--- src/design/ppd_pkg.sv ---
// Types, constants and codes for the palette pixel decoder.
package ppd_pkg;

	localparam int MAX_COLORS = 256;
	localparam int KEY_CHARS  = 2;
	localparam int KEY_BITS   = 8 * KEY_CHARS;
	localparam int IDX_W      = (MAX_COLORS > 1) ? $clog2(MAX_COLORS) : 1;
	localparam int CNT_W      = $clog2(MAX_COLORS + 1);
	localparam logic [CNT_W-1:0] NO_TRANS  = CNT_W'(MAX_COLORS);
	localparam logic [CNT_W-1:0] PAL_FULL  = CNT_W'(MAX_COLORS);

	// Gray: top three bits of floor(s / 1000) equal floor(s / 32000)
	localparam int GRAY_STEP  = 32000;
	localparam int GRAY_LEVELS = 7;

	localparam int CFG_IDX_W  = 2;
	localparam int CFG_DATA_W = 12;

	typedef enum logic [CFG_IDX_W-1:0] {
		REG_X_ORIGIN    = 2'd0,
		REG_Y_ORIGIN    = 2'd1,
		REG_IMAGE_WIDTH = 2'd2,
		REG_GRAY_MODE   = 2'd3
	} reg_idx_t;

	typedef enum logic [1:0] {
		OP_START = 2'd0,
		OP_PAL   = 2'd1,
		OP_PIX   = 2'd2,
		OP_RSVD  = 2'd3
	} opcode_t;

	typedef enum logic [1:0] {
		TK_PAL = 2'd0,
		TK_PIX = 2'd1,
		TK_ERR = 2'd2
	} tok_kind_t;

	typedef struct packed {
		logic [1:0]  opcode;
		logic [15:0] key;
		logic [23:0] rgb;
		logic        is_none;
	} item_t;

	typedef struct packed {
		logic [11:0] pixel_x;
		logic [11:0] pixel_y;
		logic [31:0] pixel_color;
		logic        error;
	} result_t;

	// Token that travels down the cell chain.
	// idx: write slot for palette tokens, entry count for pixel tokens.
	typedef struct packed {
		logic             valid;
		tok_kind_t        kind;
		logic [15:0]      key;
		logic [23:0]      color;
		logic [CNT_W-1:0] idx;
		logic [CNT_W-1:0] trans;
		logic             found;
		logic             hit_trans;
		logic [11:0]      x;
		logic [11:0]      y;
	} tok_t;

	function automatic logic [15:0] key_mask(input logic [15:0] k);
		logic [15:0] m;
		m = 16'((32'd1 << KEY_BITS) - 32'd1);
		return k & m;
	endfunction

endpackage

--- src/design/ppd_cell.sv ---
// One palette slot: holds a key and colour, writes or matches the passing token.
module ppd_cell import ppd_pkg::*; (
	input  logic             clk,
	input  logic             arst_n,
	input  logic             adv,
	input  logic [IDX_W-1:0] cell_idx,
	input  tok_t             tok_i,
	output tok_t             tok_o
);

	logic [15:0] key_q;
	logic [23:0] color_q;
	logic        valid_q;
	tok_t        pay_q;
	tok_t        nxt;
	logic [CNT_W-1:0] my_idx;
	logic        wr, hit;

	always_comb begin
		my_idx = CNT_W'(cell_idx);
		wr  = tok_i.valid && (tok_i.kind == TK_PAL) && (tok_i.idx == my_idx);
		// only slots below the token's entry count were written since start
		hit = tok_i.valid && (tok_i.kind == TK_PIX) && !tok_i.found &&
		      (my_idx < tok_i.idx) && (key_q == tok_i.key);
		nxt = tok_i;
		if (hit) begin
			nxt.found     = 1'b1;
			nxt.color     = color_q;
			nxt.hit_trans = (my_idx == tok_i.trans);
		end
	end

	always_ff @(posedge clk) begin
		if (adv && wr) begin
			key_q   <= tok_i.key;
			color_q <= tok_i.color;
		end
	end

	always_ff @(posedge clk or negedge arst_n) begin
		if (!arst_n) begin
			valid_q <= 1'b0;
		end else if (adv) begin
			valid_q <= tok_i.valid;
		end
	end

	always_ff @(posedge clk) begin
		if (adv) begin
			pay_q <= nxt;
		end
	end

	always_comb begin
		tok_o       = pay_q;
		tok_o.valid = valid_q;
	end

endmodule

--- config.mk ---
export PLATFORM = sky130hd
export DESIGN_NAME = ppd_cell
export DESIGN_NICKNAME = d
export VERILOG_FILES = /design/src/design/ppd_pkg.sv /design/src/design/ppd_cell.sv
export SDC_FILE = /design/constraint.sdc
export NUM_CORES = 1
export LEC_CHECK = 0
export ABC_AREA = 1
export BUFFER_PORTS_ARGS = -buffer_cell sky130_fd_sc_hd__buf_2
export CORE_ASPECT_RATIO = 1.75
export CORE_MARGIN = 4
export CORE_UTILIZATION = 52
export DETAILED_ROUTE_END_ITERATION = 8
export PLACE_DENSITY = 0.89
export SLEW_MARGIN = 20
export SYNTH_ARGS = -nofsm -noshare
export SYNTH_HDL_FRONTEND = slang
export SYNTH_SLANG_ARGS = --single-unit
--- constraint.sdc ---
create_clock -name clk -period 4.3 [get_ports clk]
set_input_delay 1.075 -clock clk [delete_from_list [all_inputs] [get_ports clk]]
set_output_delay 1.075 -clock clk [all_outputs]
set_load 0.02 [all_outputs]
* After elaboration in Yosys (flattened, before gate mapping) *
Cells that the tools add are included.

storage, ports and cells
  flip-flop bits (word level) = 127
  bits of input ports = 98
  output and inout port bits = 87
  word-level logic and storage cells = 28

cells by class
  magnitude comparators = 1
  equal/unequal tests = 4
  mux-type cells = 2
  reduce and logical (&&, ||, !) cells = 9

operators by type and width
  cell                  count
  $mux W24              1
  $eq A16 B16 Y1        1
  $eq A8 B9 Y1          1
  $eq A9 B8 Y1          1
  $lt A8 B9 Y1          1
  $logic_and A1 B1 Y1   7
  $eq A2 B1 Y1 const B  1
  $logic_not A2 Y1      1
  $logic_not A1 Y1      1
  $mux W1               1

* Logic depth before layout (Yosys ltp) *
  word-level depth = 6
  depth in mapped cells = 13
  gate-level depth less buffers = 12

* Worst setup path after synthesis *
No wires, ideal clock.

  kind = input-to-reg
  from = input tok_i[41] in the netlist's numbering
  to = register color_q[0], enable pin
  library setup time = 0.487 ns
  arrival time = 4.374 ns
  required time = 3.813 ns
  path slack = -0.561 ns
  cell stages on the path = 6
  buffers on the path = 0
  cells stage by stage = inv_1 > ha_1 > nand2_1 > nor2_1 > nand2_1 > nor3_1

on the way
  word-level cells in the longest chain between the ends = 3

RTL lines
  element                 line            source
  start: declaration      ppd_cell.sv:7   input tok_t tok_i,
  $eq A9 B8 Y1            ppd_cell.sv:21  wr = tok_i.valid && (tok_i.kind == TK_PAL) && (tok_i.idx == my_idx);
  $logic_and A1 B1 Y1     ppd_cell.sv:21
  $logic_and A1 B1 Y1     ppd_cell.sv:34  if (adv && wr) begin
  end signal: assignment  ppd_cell.sv:36  color_q <= tok_i.color;
  end: declaration        ppd_cell.sv:12  logic [23:0] color_q;

No other way between the ends.
A chain may end at the register's enable or synchronous reset.

==> results.md <==
* Run status: finished clean
* Area leader, netlist: edfxtp_1
* Mapped Cells at between 300 and 400
* H-Tree Depth at 4
* Post-CTS setup buffer count at 0
* Critical Path Fanout Max at 26
* Num rows at 46
* CTS Root Cell: clkbuf_16
* CP Cell Sequence: buf_2, ha_1, nand2_1, inv_1, nand2_1, nand2_1, nand2_1, nand3_1, nor2_4, nand2_4, nand2_1, nand2_1
* YS warnings at 0
* Worst R2R Setup Slack at about 2300 ps
* Fmax at between 0.3 and 0.4 GHz
* Worst-path clk slew at roughly 50 ps
* I/O pins at 185
* Measured slew at the worst slew-check pin at 625 ps
* I/O Buffers at roughly 180
* Top-area cell type share of the netlist area at roughly 78%
* CTS buffer count at 17
* FF+latch count, synth at around 130
* Clock Sinks at around 130
* RSZ-0062 raised after global routing: no
* Critical Path Start Type: input port
* Critical-path top delay cell: nor2_4
* Max-cap viol count at 0
* Post-CTS sizing at 0
* HP Class: in -> async
* Routed length per instance at 15.5 um
* DRC at 0
* Critical path type: in -> reg
* Critical R2R Launch: key_q[13]
* CP arrival at roughly 2900 ps
* Vias in the first global route at 3365
* Seq pwr share at between 40 and 50%
* Syn Nets at about 450
* Fillers at 640
* Post-route cell area at around 0.0064 mm^2
* Sequential element share of the synthesized area at around four fifths
* Synth Area in XOR/XNOR at roughly 2.3%
* Layout Skew at ~7.5 ps
* Static Leak at around 2.9 nW
* Final Hold Viols at 0
* Max incr delay on CP at 510 ps
* TritonRoute pass-1 iters at 4
* Die Height at roughly 140 um
* Synth cell types at 21
* Fin crit share at 64.8%
* Slew Limit Fails at 0
* Mux cell area share after synthesis at 0%
* Final core utilization at approximately 70%
* Vias per inst at 4.89
* Max Root-Sink Buffers at 2
* Routed Antenna Nets at 0
* Worst-skew pair later-pin latency at approximately 400 ps
* Final setup vio count at 0
* Sw Pwr at 0.000664 W
* Simple-gate area share of the yosys netlist at 13.1%
* Top post-synthesis cells by area: edfxtp_1, nand2_1, nand3_1, inv_1, ha_1
* Mapped cell area at between 0.004 and 0.005 mm^2
* Global-route wire length before repair at approximately 16000 um
* Final RePlAce weighted congestion at approximately 0.73
* Power share of the clock group at 41.8%
* Synth Area in Compound Gates at less than 1%
* Synth Area per Inst at between 10 and 15 um^2
* Initial Utilization at 53.6%
* Sw frac at around 22%
* Commonest non-fill, non-tap cells in the layout: buf_2, edfxtp_1, nand2_1
* Core Area at just over 0.009 mm^2
* Die footprint at 0.0111 mm^2
* Comb power frac at 9.4%
* Hpwl dp at about 7600 um
* WL final at ~10000 um
* Total Routing Usage GR at 19.8%
* # hold bufs at CTS at 0
* Initial antenna violation count at 2
* Critical Path Source: cell_idx[4]
* Share of post-route cells with drive strength above 1 at about 39%
* Nets at ~650
* Crit path top cell by count: nand2_1
* Largest family of logic cells by synthesized area: simple AND/OR/NAND/NOR gates
* Worst ir drop on vdd at ~0.31 mV
* DIE WIDTH at ~81 um
* Tmin final at about 2800 ps
* Internal power at approximately 0.0023 W
* Most common cell after layout, fill and taps aside: buf_2
* Power Density at approximately 460 mW/mm^2
* CTS tree: built
* Area grow syn2layout at 31.9%
* Adder-Cell Fraction of Synth Area at 2.05%
* Worst slew margin relative to its limit at between 50% and 60%
* Cell Area, Placed at 0.00592 mm^2
* Setup crit end kind: flop
* WP data required at 4450 ps
* Total gr overflow at 0
* Sum Neg Setup Slack at 0 ps
* Pin count of the biggest net entering global routing at 48
* Vias at ~3300
* Initial DRC Count at between 150 and 200
[layout make-up]
| class | count | area [um^2] | area share (%) |
|---|---|---|---|
| clock inverters | 10 | 71.3 | 1.11 |
| repair buffers | 186 | 938 | 14.6 |
| flip-flops and latches | 127 | 3810 | 59.2 |
| multi-input cells | 175 | 895 | 13.9 |
| diodes | 1 | 2.50 | 0.0389 |
| inverters | 33 | 124 | 1.93 |
| clock buffers | 22 | 444 | 6.90 |
| well taps | 120 | 150 | 2.33 |
[registers in the layout, summed over array words and instances, names as in the netlist]
signal   cells
tok_o       86
color_q     24
key_q       16
valid_q      1
[critical path: cells and delay by family]
kind | cells | cell delay [ps]
simple gates | 9 | 1390
fa+ha+maj | 1 | 300
buf+inv | 2 | 150
[cell usage after synthesis]
cell type and instances:
edfxtp_1 126, nand2_1 98, inv_1 33, nand3_1 28, nor2_1 15, xnor2_1 11, ha_1 8, buf_4 5
o21ai_0 3, buf_6 2, nand4_1 2, xor2_1 2, a21boi_2 1, a21oi_1 1, dfrtp_1 1, nand2_2 1
nand2_4 1, nand3b_1 1, nor2_4 1, nor2_8 1, nor3_1 1
[kinds of logic (layout without fill, tap and decap cells)]
logic type      after synthesis  in the layout
simple gates                149            149
flops                       127            127
buf+inv                      40            251
xor+xnor                     13             13
fa+ha+maj                     8              8
compound gates                5              5
other cells                   0              1
[metrics by stage]
stage               setup slack (ps)  hold WS (ps)  instances  power, W
CTS                             1520           421        673   0.00300
detailed placement              1100           541        641   0.00176
finish                          1510           441        674   0.00298
floorplan                        662           497        342   0.00161
global route                    1350           420        674   0.00309
global placement                1160           512        641   0.00175
[final timing paths]
path,end,cells after the start
setup / recovery,tok_o[51],12
hold / removal,valid_q,1
setup reg to reg,tok_o[51],10
hold reg to reg,tok_o[44],2
max in group asynchronous,valid_q,1
min in group clk,tok_o[44],2
[power by group through the flow]
stage | Sequential, W | Clock, W | Combinational (W)
6_report | 0.00145 | 0.00124 | 0.000281
5_1_grt | 0.00146 | 0.00133 | 0.000304
2_1_floorplan | 0.00157 | 0 | 0.0000472
3_3_place_gp | 0.00148 | 0 | 0.000275
3_5_place_dp | 0.00148 | 0 | 0.000283
4_1_cts | 0.00145 | 0.00127 | 0.000284
[per-layer routing]
layer	wire length, um	GRT usage, %
met5	12	0
met4	303	11.0
met3	814	6.70
met2	5910	35.5
met1	3410	19.1
Note: power is estimated with default switching activity, not from simulation.
