File: config.mk
export PLATFORM = sky130hd
export DESIGN_NAME = ppd_head
export DESIGN_NICKNAME = d
export VERILOG_FILES = /design/src/design/ppd_pkg.sv /design/src/design/ppd_head.sv
export SDC_FILE = /design/constraint.sdc
export NUM_CORES = 1
export LEC_CHECK = 0
export BUFFER_PORTS_ARGS = -buffer_cell sky130_fd_sc_hd__buf_2
export CAP_MARGIN = 20
export CELL_PAD_IN_SITES_DETAIL_PLACEMENT = 1
export CELL_PAD_IN_SITES_GLOBAL_PLACEMENT = 1
export CORE_UTILIZATION = 49
export DETAILED_ROUTE_END_ITERATION = 8
export GPL_TIMING_DRIVEN = 1
export PLACE_DENSITY_LB_ADDON = 0.25
export SETUP_SLACK_MARGIN = 0.4
export SKIP_CTS_REPAIR_TIMING = 1
export SLEW_MARGIN = 20
export SYNTH_ARGS = -nofsm -noshare
export SYNTH_HDL_FRONTEND = slang
export SYNTH_SLANG_ARGS = --single-unit
File: constraint.sdc
create_clock -name clk -period 3.38 [get_ports clk]
set_input_delay 0.676 -clock clk [delete_from_list [all_inputs] [get_ports clk]]
set_output_delay 0.676 -clock clk [all_outputs]
set_load 0.01 [all_outputs]
File: src/design/ppd_pkg.sv
// Types, constants and codes for the palette pixel decoder.
package ppd_pkg;

	localparam int MAX_COLORS = 256;
	localparam int KEY_CHARS  = 2;
	localparam int KEY_BITS   = 8 * KEY_CHARS;
	localparam int IDX_W      = (MAX_COLORS > 1) ? $clog2(MAX_COLORS) : 1;
	localparam int CNT_W      = $clog2(MAX_COLORS + 1);
	localparam logic [CNT_W-1:0] NO_TRANS  = CNT_W'(MAX_COLORS);
	localparam logic [CNT_W-1:0] PAL_FULL  = CNT_W'(MAX_COLORS);

	// Gray: top three bits of floor(s / 1000) equal floor(s / 32000)
	localparam int GRAY_STEP  = 32000;
	localparam int GRAY_LEVELS = 7;

	localparam int CFG_IDX_W  = 2;
	localparam int CFG_DATA_W = 12;

	typedef enum logic [CFG_IDX_W-1:0] {
		REG_X_ORIGIN    = 2'd0,
		REG_Y_ORIGIN    = 2'd1,
		REG_IMAGE_WIDTH = 2'd2,
		REG_GRAY_MODE   = 2'd3
	} reg_idx_t;

	typedef enum logic [1:0] {
		OP_START = 2'd0,
		OP_PAL   = 2'd1,
		OP_PIX   = 2'd2,
		OP_RSVD  = 2'd3
	} opcode_t;

	typedef enum logic [1:0] {
		TK_PAL = 2'd0,
		TK_PIX = 2'd1,
		TK_ERR = 2'd2
	} tok_kind_t;

	typedef struct packed {
		logic [1:0]  opcode;
		logic [15:0] key;
		logic [23:0] rgb;
		logic        is_none;
	} item_t;

	typedef struct packed {
		logic [11:0] pixel_x;
		logic [11:0] pixel_y;
		logic [31:0] pixel_color;
		logic        error;
	} result_t;

	// Token that travels down the cell chain.
	// idx: write slot for palette tokens, entry count for pixel tokens.
	typedef struct packed {
		logic             valid;
		tok_kind_t        kind;
		logic [15:0]      key;
		logic [23:0]      color;
		logic [CNT_W-1:0] idx;
		logic [CNT_W-1:0] trans;
		logic             found;
		logic             hit_trans;
		logic [11:0]      x;
		logic [11:0]      y;
	} tok_t;

	function automatic logic [15:0] key_mask(input logic [15:0] k);
		logic [15:0] m;
		m = 16'((32'd1 << KEY_BITS) - 32'd1);
		return k & m;
	endfunction

endpackage

File: src/design/ppd_head.sv
// Front end: config registers, palette and raster counters, gray conversion, token build.
module ppd_head import ppd_pkg::*; (
	input  logic                  clk,
	input  logic                  arst_n,
	input  logic                  adv,
	input  logic                  accept,
	input  item_t                 item,
	input  logic                  cfg_we,
	input  logic [CFG_IDX_W-1:0]  cfg_idx,
	input  logic [CFG_DATA_W-1:0] cfg_data,
	output tok_t                  tok_o
);

	logic [10:0] x_origin_q, y_origin_q;
	logic [11:0] image_width_q;
	logic        gray_mode_q;

	logic [CNT_W-1:0] entry_cnt_q, trans_q;
	logic [10:0]      col_q, row_q;

	// stage 1
	logic             valid_s1;
	tok_kind_t        kind_s1;
	logic [15:0]      key_s1;
	logic [23:0]      rgb_s1;
	logic [17:0]      sum_s1;
	logic             gray_s1;
	logic [CNT_W-1:0] idx_s1, trans_s1;
	logic [11:0]      x_s1, y_s1;

	// stage 2
	logic valid_s2;
	tok_t tok_s2;

	// accept-time logic
	opcode_t          op;
	logic [11:0]      w_eff, col_next;
	logic [23:0]      rgb_eff;
	logic [7:0]       r, g, b;
	logic [17:0]      sum;
	logic             pal_full;
	logic [2:0]       lvl;
	logic [7:0]       gray_v;
	logic [23:0]      color_s1;

	always_comb begin
		op       = opcode_t'(item.opcode);
		pal_full = (entry_cnt_q >= PAL_FULL);
		rgb_eff  = item.is_none ? 24'd0 : item.rgb;
		r = rgb_eff[23:16];
		g = rgb_eff[15:8];
		b = rgb_eff[7:0];
		sum = 18'(r) * 18'd299 + 18'(g) * 18'd587 + 18'(b) * 18'd114;
		if (image_width_q == 12'd0) begin
			w_eff = 12'd1;
		end else if (image_width_q > 12'd2048) begin
			w_eff = 12'd2048;
		end else begin
			w_eff = image_width_q;
		end
		col_next = {1'b0, col_q} + 12'd1;
	end

	always_ff @(posedge clk or negedge arst_n) begin
		if (!arst_n) begin
			x_origin_q    <= '0;
			y_origin_q    <= '0;
			image_width_q <= 12'd1;
			gray_mode_q   <= 1'b0;
		end else if (cfg_we) begin
			case (reg_idx_t'(cfg_idx))
				REG_X_ORIGIN:    x_origin_q    <= cfg_data[10:0];
				REG_Y_ORIGIN:    y_origin_q    <= cfg_data[10:0];
				REG_IMAGE_WIDTH: image_width_q <= cfg_data;
				REG_GRAY_MODE:   gray_mode_q   <= cfg_data[0];
				default: ;
			endcase
		end
	end

	always_ff @(posedge clk or negedge arst_n) begin
		if (!arst_n) begin
			entry_cnt_q <= '0;
			trans_q     <= NO_TRANS;
			col_q       <= '0;
			row_q       <= '0;
			valid_s1    <= 1'b0;
			valid_s2    <= 1'b0;
		end else if (adv) begin
			valid_s2 <= valid_s1;
			valid_s1 <= 1'b0;
			if (accept) begin
				case (op)
					OP_START: begin
						entry_cnt_q <= '0;
						trans_q     <= NO_TRANS;
						col_q       <= '0;
						row_q       <= '0;
					end
					OP_PAL: begin
						valid_s1 <= 1'b1;
						if (!pal_full) begin
							entry_cnt_q <= entry_cnt_q + CNT_W'(1);
							if (item.is_none) begin
								trans_q <= entry_cnt_q;
							end
						end
					end
					OP_PIX: begin
						valid_s1 <= 1'b1;
						if (col_next >= w_eff) begin
							col_q <= '0;
							row_q <= row_q + 11'd1;
						end else begin
							col_q <= col_next[10:0];
						end
					end
					default: ;
				endcase
			end
		end
	end

	always_ff @(posedge clk) begin
		if (adv && accept) begin
			key_s1   <= key_mask(item.key);
			rgb_s1   <= rgb_eff;
			sum_s1   <= sum;
			gray_s1  <= gray_mode_q;
			trans_s1 <= trans_q;
			if (op == OP_PIX) begin
				kind_s1 <= TK_PIX;
				idx_s1  <= entry_cnt_q;
				x_s1    <= 12'(x_origin_q) + 12'(col_q);
				y_s1    <= 12'(y_origin_q) + 12'(row_q);
			end else begin
				kind_s1 <= pal_full ? TK_ERR : TK_PAL;
				idx_s1  <= entry_cnt_q;
				x_s1    <= '0;
				y_s1    <= '0;
			end
		end
	end

	// quantized gray level: count of 32000 steps reached
	always_comb begin
		lvl = '0;
		for (int k = 1; k <= GRAY_LEVELS; k++) begin
			if (sum_s1 >= 18'(k * GRAY_STEP)) begin
				lvl = 3'(k);
			end
		end
		gray_v = {lvl, 5'd0};
		if (kind_s1 == TK_ERR) begin
			color_s1 = '0;
		end else if (gray_s1) begin
			color_s1 = {gray_v, gray_v, gray_v};
		end else begin
			color_s1 = rgb_s1;
		end
	end

	always_ff @(posedge clk) begin
		if (adv) begin
			tok_s2.valid     <= 1'b1;
			tok_s2.kind      <= kind_s1;
			tok_s2.key       <= key_s1;
			tok_s2.color     <= color_s1;
			tok_s2.idx       <= idx_s1;
			tok_s2.trans     <= trans_s1;
			tok_s2.found     <= 1'b0;
			tok_s2.hit_trans <= 1'b0;
			tok_s2.x         <= x_s1;
			tok_s2.y         <= y_s1;
		end
	end

	always_comb begin
		tok_o       = tok_s2;
		tok_o.valid = valid_s2;
	end

endmodule

# Word level (Yosys, flattened, before mapping)

Cells that the tools add are included.

Reduce and logical (&&, ||, !) cells: 16
Equality and inequality tests: 9
Mux-type cells: 23
Add/sub/neg operators: 7
$lt $le $gt $ge: 10
Multiply operators: 3

Operators with widths:

| cell                  | count |
|---|---|
| $ge 18x18->1 const B  | 3 |
| $mux 24               | 2 |
| $pmux 11 s2           | 2 |
| $ge 18x17->1 const B  | 2 |
| $pmux 9 s2            | 2 |
| $mux 9                | 3 |
| $add 11x11->12        | 2 |
| $mux 12               | 2 |
| $mux 11               | 2 |
| $add 17x18->18        | 1 |
| $add 18x15->18        | 1 |
| $ge 18x15->1 const B  | 1 |
| $ge 18x16->1 const B  | 1 |
| $mul 8x10->18 const B | 1 |
| $mux 3                | 6 |
| $mul 8x9->17 const B  | 1 |
| $mul 8x6->14 const B  | 1 |
| $add 11x1->12 const B | 1 |
| $ge 12x12->1          | 1 |
| $gt 12x12->1 const B  | 1 |
| $logic_not 12->1      | 1 |
| $add 11x1->11 const B | 1 |
| $add 9x1->9 const B   | 1 |
| $ge 9x9->1 const B    | 1 |
| 13 further kinds      | 28 |

Logic and storage cells: 95
Bits in registers: 264
Output and inout port bits: 87

# Logic depth before layout (Yosys ltp)

Depth in word-level cells: 9
Mapped depth: 29
Mapped depth without buffers: 27

# Worst setup path before layout

No wires, ideal clock.

Path type: input-to-reg
Start point: input item[0] in the netlist's numbering
End point: register sum_s1[17], data pin
Setup time: 261 ps
Path buffers: 2
Arrival time: 6,414 ps
Stages on the path: 24
Path slack: -3,294 ps
Cell sequence: clkbuf_1 -> buf_1 -> nor2_1 -> ha_1 -> inv_1 -> fa_1 -> inv_1 -> ha_1 -> ha_1 -> inv_1 -> fa_1 -> xnor2_1 -> ha_1 -> fa_1 -> inv_1 -> fa_1 -> fa_1 -> inv_1 -> ha_1 -> a21o_1 -> o211a_1 -> o41a_1 -> a211oi_2 -> xnor2_1

Word-level cells in the longest chain between the ends: 4
Elaborated cells between the ends (all ways): 6
Those cells by class: 2 x add/sub; 3 x mul; 1 x mux

Ends and longest elaborated chain:

| item                                          | RTL line        | text |
|---|---|---|
| from (decl)                                   | ppd_head.sv:7   | `input item_t item,` |
| $mux 24 (*)                                   | ppd_head.sv:49  | `rgb_eff = item.is_none ? 24'd0 : item.rgb;` |
| $mul 8x10->18 or $mul 8x9->17 (tied branches) | ppd_head.sv:53  | `sum = 18'(r) * 18'd299 + 18'(g) * 18'd587 + 18'(b) * 18'd114;` |
| $add 17x18->18                                | ppd_head.sv:53  |  |
| $add 18x15->18 (*)                            | ppd_head.sv:53  |  |
| net sum[17]                                   | ppd_head.sv:40  | `logic [17:0] sum;` |
| to (signal assigned)                          | ppd_head.sv:128 | `sum_s1 <= sum;` |
| to (decl)                                     | ppd_head.sv:26  | `logic [17:0] sum_s1;` |

The timed path passes the listed nets; every way through them passes the cells marked *.
A chain may end at the register's enable or synchronous reset.

# Worst setup path in the final report

Start point: input item[2] in the netlist's numbering
End point: register sum_s1[17], data pin

Word-level cells in the longest chain between the ends: 3

Ends and longest elaborated chain:

| item           | RTL line |
|---|---|
| $mux 24        | ppd_head.sv:49 |
| $mul 8x6->14   | ppd_head.sv:53 |
| $add 18x15->18 | ppd_head.sv:53 |
| net sum[17]    | ppd_head.sv:40 |

The timed path passes the listed nets, and every way through them passes these cells.

==> flow_metrics.tcl <==
set metrics [dict create \
    cts_buffers 28 \
    path_common_cell "fa_1" \
    fmax_ghz 0.167 \
    drt-initial-drc-count 501 \
    finalCritPeriodShare_pct 177 \
    synth-edff-count 179 \
    drc 0 \
    clock_latency_ns 0.55 \
    antenna_found_initial 0 \
    power_density_nw_per_um2 695 \
    dr.pass1.iters 4 \
    rsz0062_at_grt "yes" \
    start_util_pct 50.4 \
    relSlewSlack_pct 45.4 \
    synth_cell_type_count 62 \
    synth_cells 1201 \
    wl_per_cell_um 20.0 \
    die_h_um 175 \
    endpoint_kind "flip-flop" \
    viasPerCell 5.39 \
    synthArstFlopShare_pct 30.1 \
    grt_pass1_wl_um 57200 \
    cp.required_ns 3.68 \
    clock_path_buffers 3 \
    layout-drive-gt1-share_pct 27.2 \
    cp_data_arrival_time_ns 6.29 \
    hold_class "input port to async pin" \
    wl_um 37400 \
    slowest_delay_ns 0.52 \
    setup_violations 10 \
    violations "negative setup slack" \
    grt_max_degree 78 \
    finalNonFillerCells 1864 \
    path_class "input port to flip-flop" \
    dieArea_um2 30600 \
    syn_area_um2 14600 \
    fp.dieW_um 175 \
    clk_pin_slew_ns 0.06 \
    slowest_stage "fa_1" \
    grt_usage_pct 24.0 \
    ant_nets 0 \
    leakage_uw 0.00823 \
    cts-root-buf "clkbuf_16" \
    synth_flop_cell "edfxtp_1" \
    clock_skew_ns 0.0186 \
    areaGrowthSynthToFinish_pct 22.2 \
    max_cap_viol_count 0 \
    ir_drop_mv 0.743 \
    coreArea_um2 29100 \
    timing.final.crit_period_ns 5.99 \
    yosysSeqAreaShare_pct 49.9 \
    port_buffers 146 \
    crit_fanout 4 \
    grt_pass1_vias 10919 \
    hold_viol_final 0 \
    ctsHtreeMaxLevel 1 \
    place_inst 1795 \
    drv_slew 0 \
    status "finished, violations left" \
    num_vias 10039 \
    crit_chain "buf_8 > xnor2_2 > nor2_2 > ha_1 > inv_2 > fa_1 > inv_1 > ha_1 > ha_2 > inv_2 > fa_2 > xnor2_2 > ha_1 > fa_1 > inv_1 > fa_1 > fa_1 > inv_2 > ha_4 > a21o_1 > o211a_1 > o41a_1 > a211oi_2 > xnor2_1" \
    ys_warn_count 0 \
    worst_pin_slew_ns 0.820 \
    fin_nets 1737 \
    tns_ns -22.29 \
    postSynthAreaPerCell_um2 12.2 \
    dp_hpwl_um 27200 \
    ios 149 \
    setup_slack_ns -2.61 \
    cts_tree "built" \
    overflow 0 \
    worstSetupStartpointType "input port" \
    fp-row-count 62 \
    gp_congestion 0.837 \
    fin_util_pct 61.6 \
    ys_ff_latch 256 \
    clock_sinks 256 \
    total_power_uw 12400 \
    antenna_cells 0 \
]
## metal layers
metal / routed length [um] / vias to the layer above / track usage, %
li1: - / 4654 / -
met1: 15200 / 5127 / 29.3
met4: 803 / 0 / 6.34
met3: 1400 / 52 / 2.98
met2: 20000 / 206 / 44.6
met5: 0 / - / 0
## per-stage QoR
step / hold WS, ns / worst slack [ns] / area, um^2
2_1_floorplan: 0.380 / -2.71 / 14700
3_3_place_gp: 0.401 / -3.02 / 16500
3_5_place_dp: 0.405 / -3.23 / 16500
4_1_cts: 0.276 / -2.71 / 17400
5_1_grt: 0.228 / -2.73 / 17900
6_report: 0.167 / -2.61 / 17900
## synthesized netlist by cell type, drive strengths merged, types with 3 or more instances
cell    instances  share of area (%)
edfxtp        179                 37
inv           171                4.4
ha            146                 12
dfrtp          75                 13
fa             71                9.7
nand2          63                1.6
o21ai          56                1.9
nor2           51                1.3
mux2           36                2.8
a21oi          33                1.2
and2           32                1.4
nand3          32                1.1
nor2b          26                1.1
xnor2          26                1.6
nand2b         25                1.1
clkbuf         18               0.46
xor2           17                1.0
a21o           16               0.82
nor3           12               0.41
nand4           9               0.38
buf             8               0.34
and3            7               0.30
o211ai          7               0.36
a211oi          6               0.38
or3             6               0.26
a31o            5               0.30
a31oi           5               0.21
o21a            5               0.26
o311ai          5               0.30
o31ai           5               0.26
a22o            4               0.24
nor4            4               0.17
or2             4               0.17
mux2i           3               0.20
nor3b           3               0.15
o41ai           3               0.18
or4             3               0.15
## power by group
part           internal, uW  switching, uW
combinational          2510           2700
clock                  1810           1240
sequential             3900            276
total                  8210           4220
## registers in the layout, summed over array words and instances, names as in the netlist
| name | flops |
|---|---|
| x_s1 | 12 |
| x_origin_q | 11 |
| gray_mode_q | 1 |
| valid_s1 | 1 |
| trans_q | 9 |
| idx_s1 | 9 |
| y_origin_q | 11 |
| image_width_q | 12 |
| rgb_s1 | 24 |
| row_q | 11 |
| sum_s1 | 10 |
| kind_s1 | 2 |
| entry_cnt_q | 9 |
| trans_s1 | 9 |
| col_q | 11 |
| tok_o | 84 |
| y_s1 | 12 |
| key_s1 | 16 |
| valid_s2 | 1 |
| gray_s1 | 1 |
## path summary, 6_finish.rpt
path                        startpoint    endpoint  slack, ns  cells after the start
min in group clk              item[40]  key_s1[15]       0.31                      1
hold / removal                  arst_n    col_q[3]       0.17                      1
setup reg to reg              col_q[0]    col_q[0]       0.43                     12
hold reg to reg            trans_s1[1]   tok_o[27]       0.42                      0
setup / recovery               item[2]  sum_s1[17]      -2.61                     24
max in group asynchronous       arst_n    col_q[2]       2.65                      1
## cell families after synthesis
| logic type | synth area share [%] |
|---|---|
| AO/OA/AOI/OAI | 7.33 |
| other | 0.0256 |
| adder cells (fa/ha/maj) | 22.2 |
| flip-flops | 49.9 |
| XOR/XNOR | 2.57 |
| AND/OR/NAND/NOR | 9.88 |
| buffers and inverters | 5.18 |
| multiplexers | 2.97 |
## critical path: cells and delay by family
family                     cells  cell delay [ns]
AOI/OAI and AO/OA              4             1.16
buffers and inverters          6             0.33
xor gates and xnor gates       3             0.46
adders and majority gates     10             3.59
and+or+nand+nor                1             0.06
## layout make-up
class                   count  area [um^2]
inverters                 171          646
repair buffers            252         1580
flip-flops and latches    256         7310
well taps                 384          480
clock buffers              40          767
clock inverters            12          144
fillers                  2984        11200
multi-input cells         749         6980
## layout by cell type (no fill, tap or decap), types with 4 or more instances in the layout
master     netlist  routed
nand2b_1        25      24
or3_1            6       6
a21oi_1         32      30
xnor2_1         26      20
buf_2            1     142
and3_1           7       5
a22o_1           4       4
nand4_1          9       9
a31o_2           5       5
nor2_1          50      45
buf_4            3     101
and2_1          32      32
inv_1          171     167
a21o_1          16      16
fa_1            71      70
nor3_1          12      10
clkbuf_16        0      29
ha_4             0       7
nand2_1         62      62
o21a_1           5       5
o21ai_1          1       4
ha_1           146     137
mux2_2          36      36
xor2_1          17      15
dfrtp_1         75      72
buf_6            1       6
clkbuf_1        18      11
edfxtp_1       179     179
a31oi_1          5       4
o211ai_1         7       7
nor2b_2          0       5
o21ai_2          0       5
or2_2            4       4
o21ai_0         55      47
nand3_1         32      27
o31ai_1          5       5
nor2b_1         26      20
xnor2_2          0       5
Note: power is estimated with default switching activity, not from simulation.
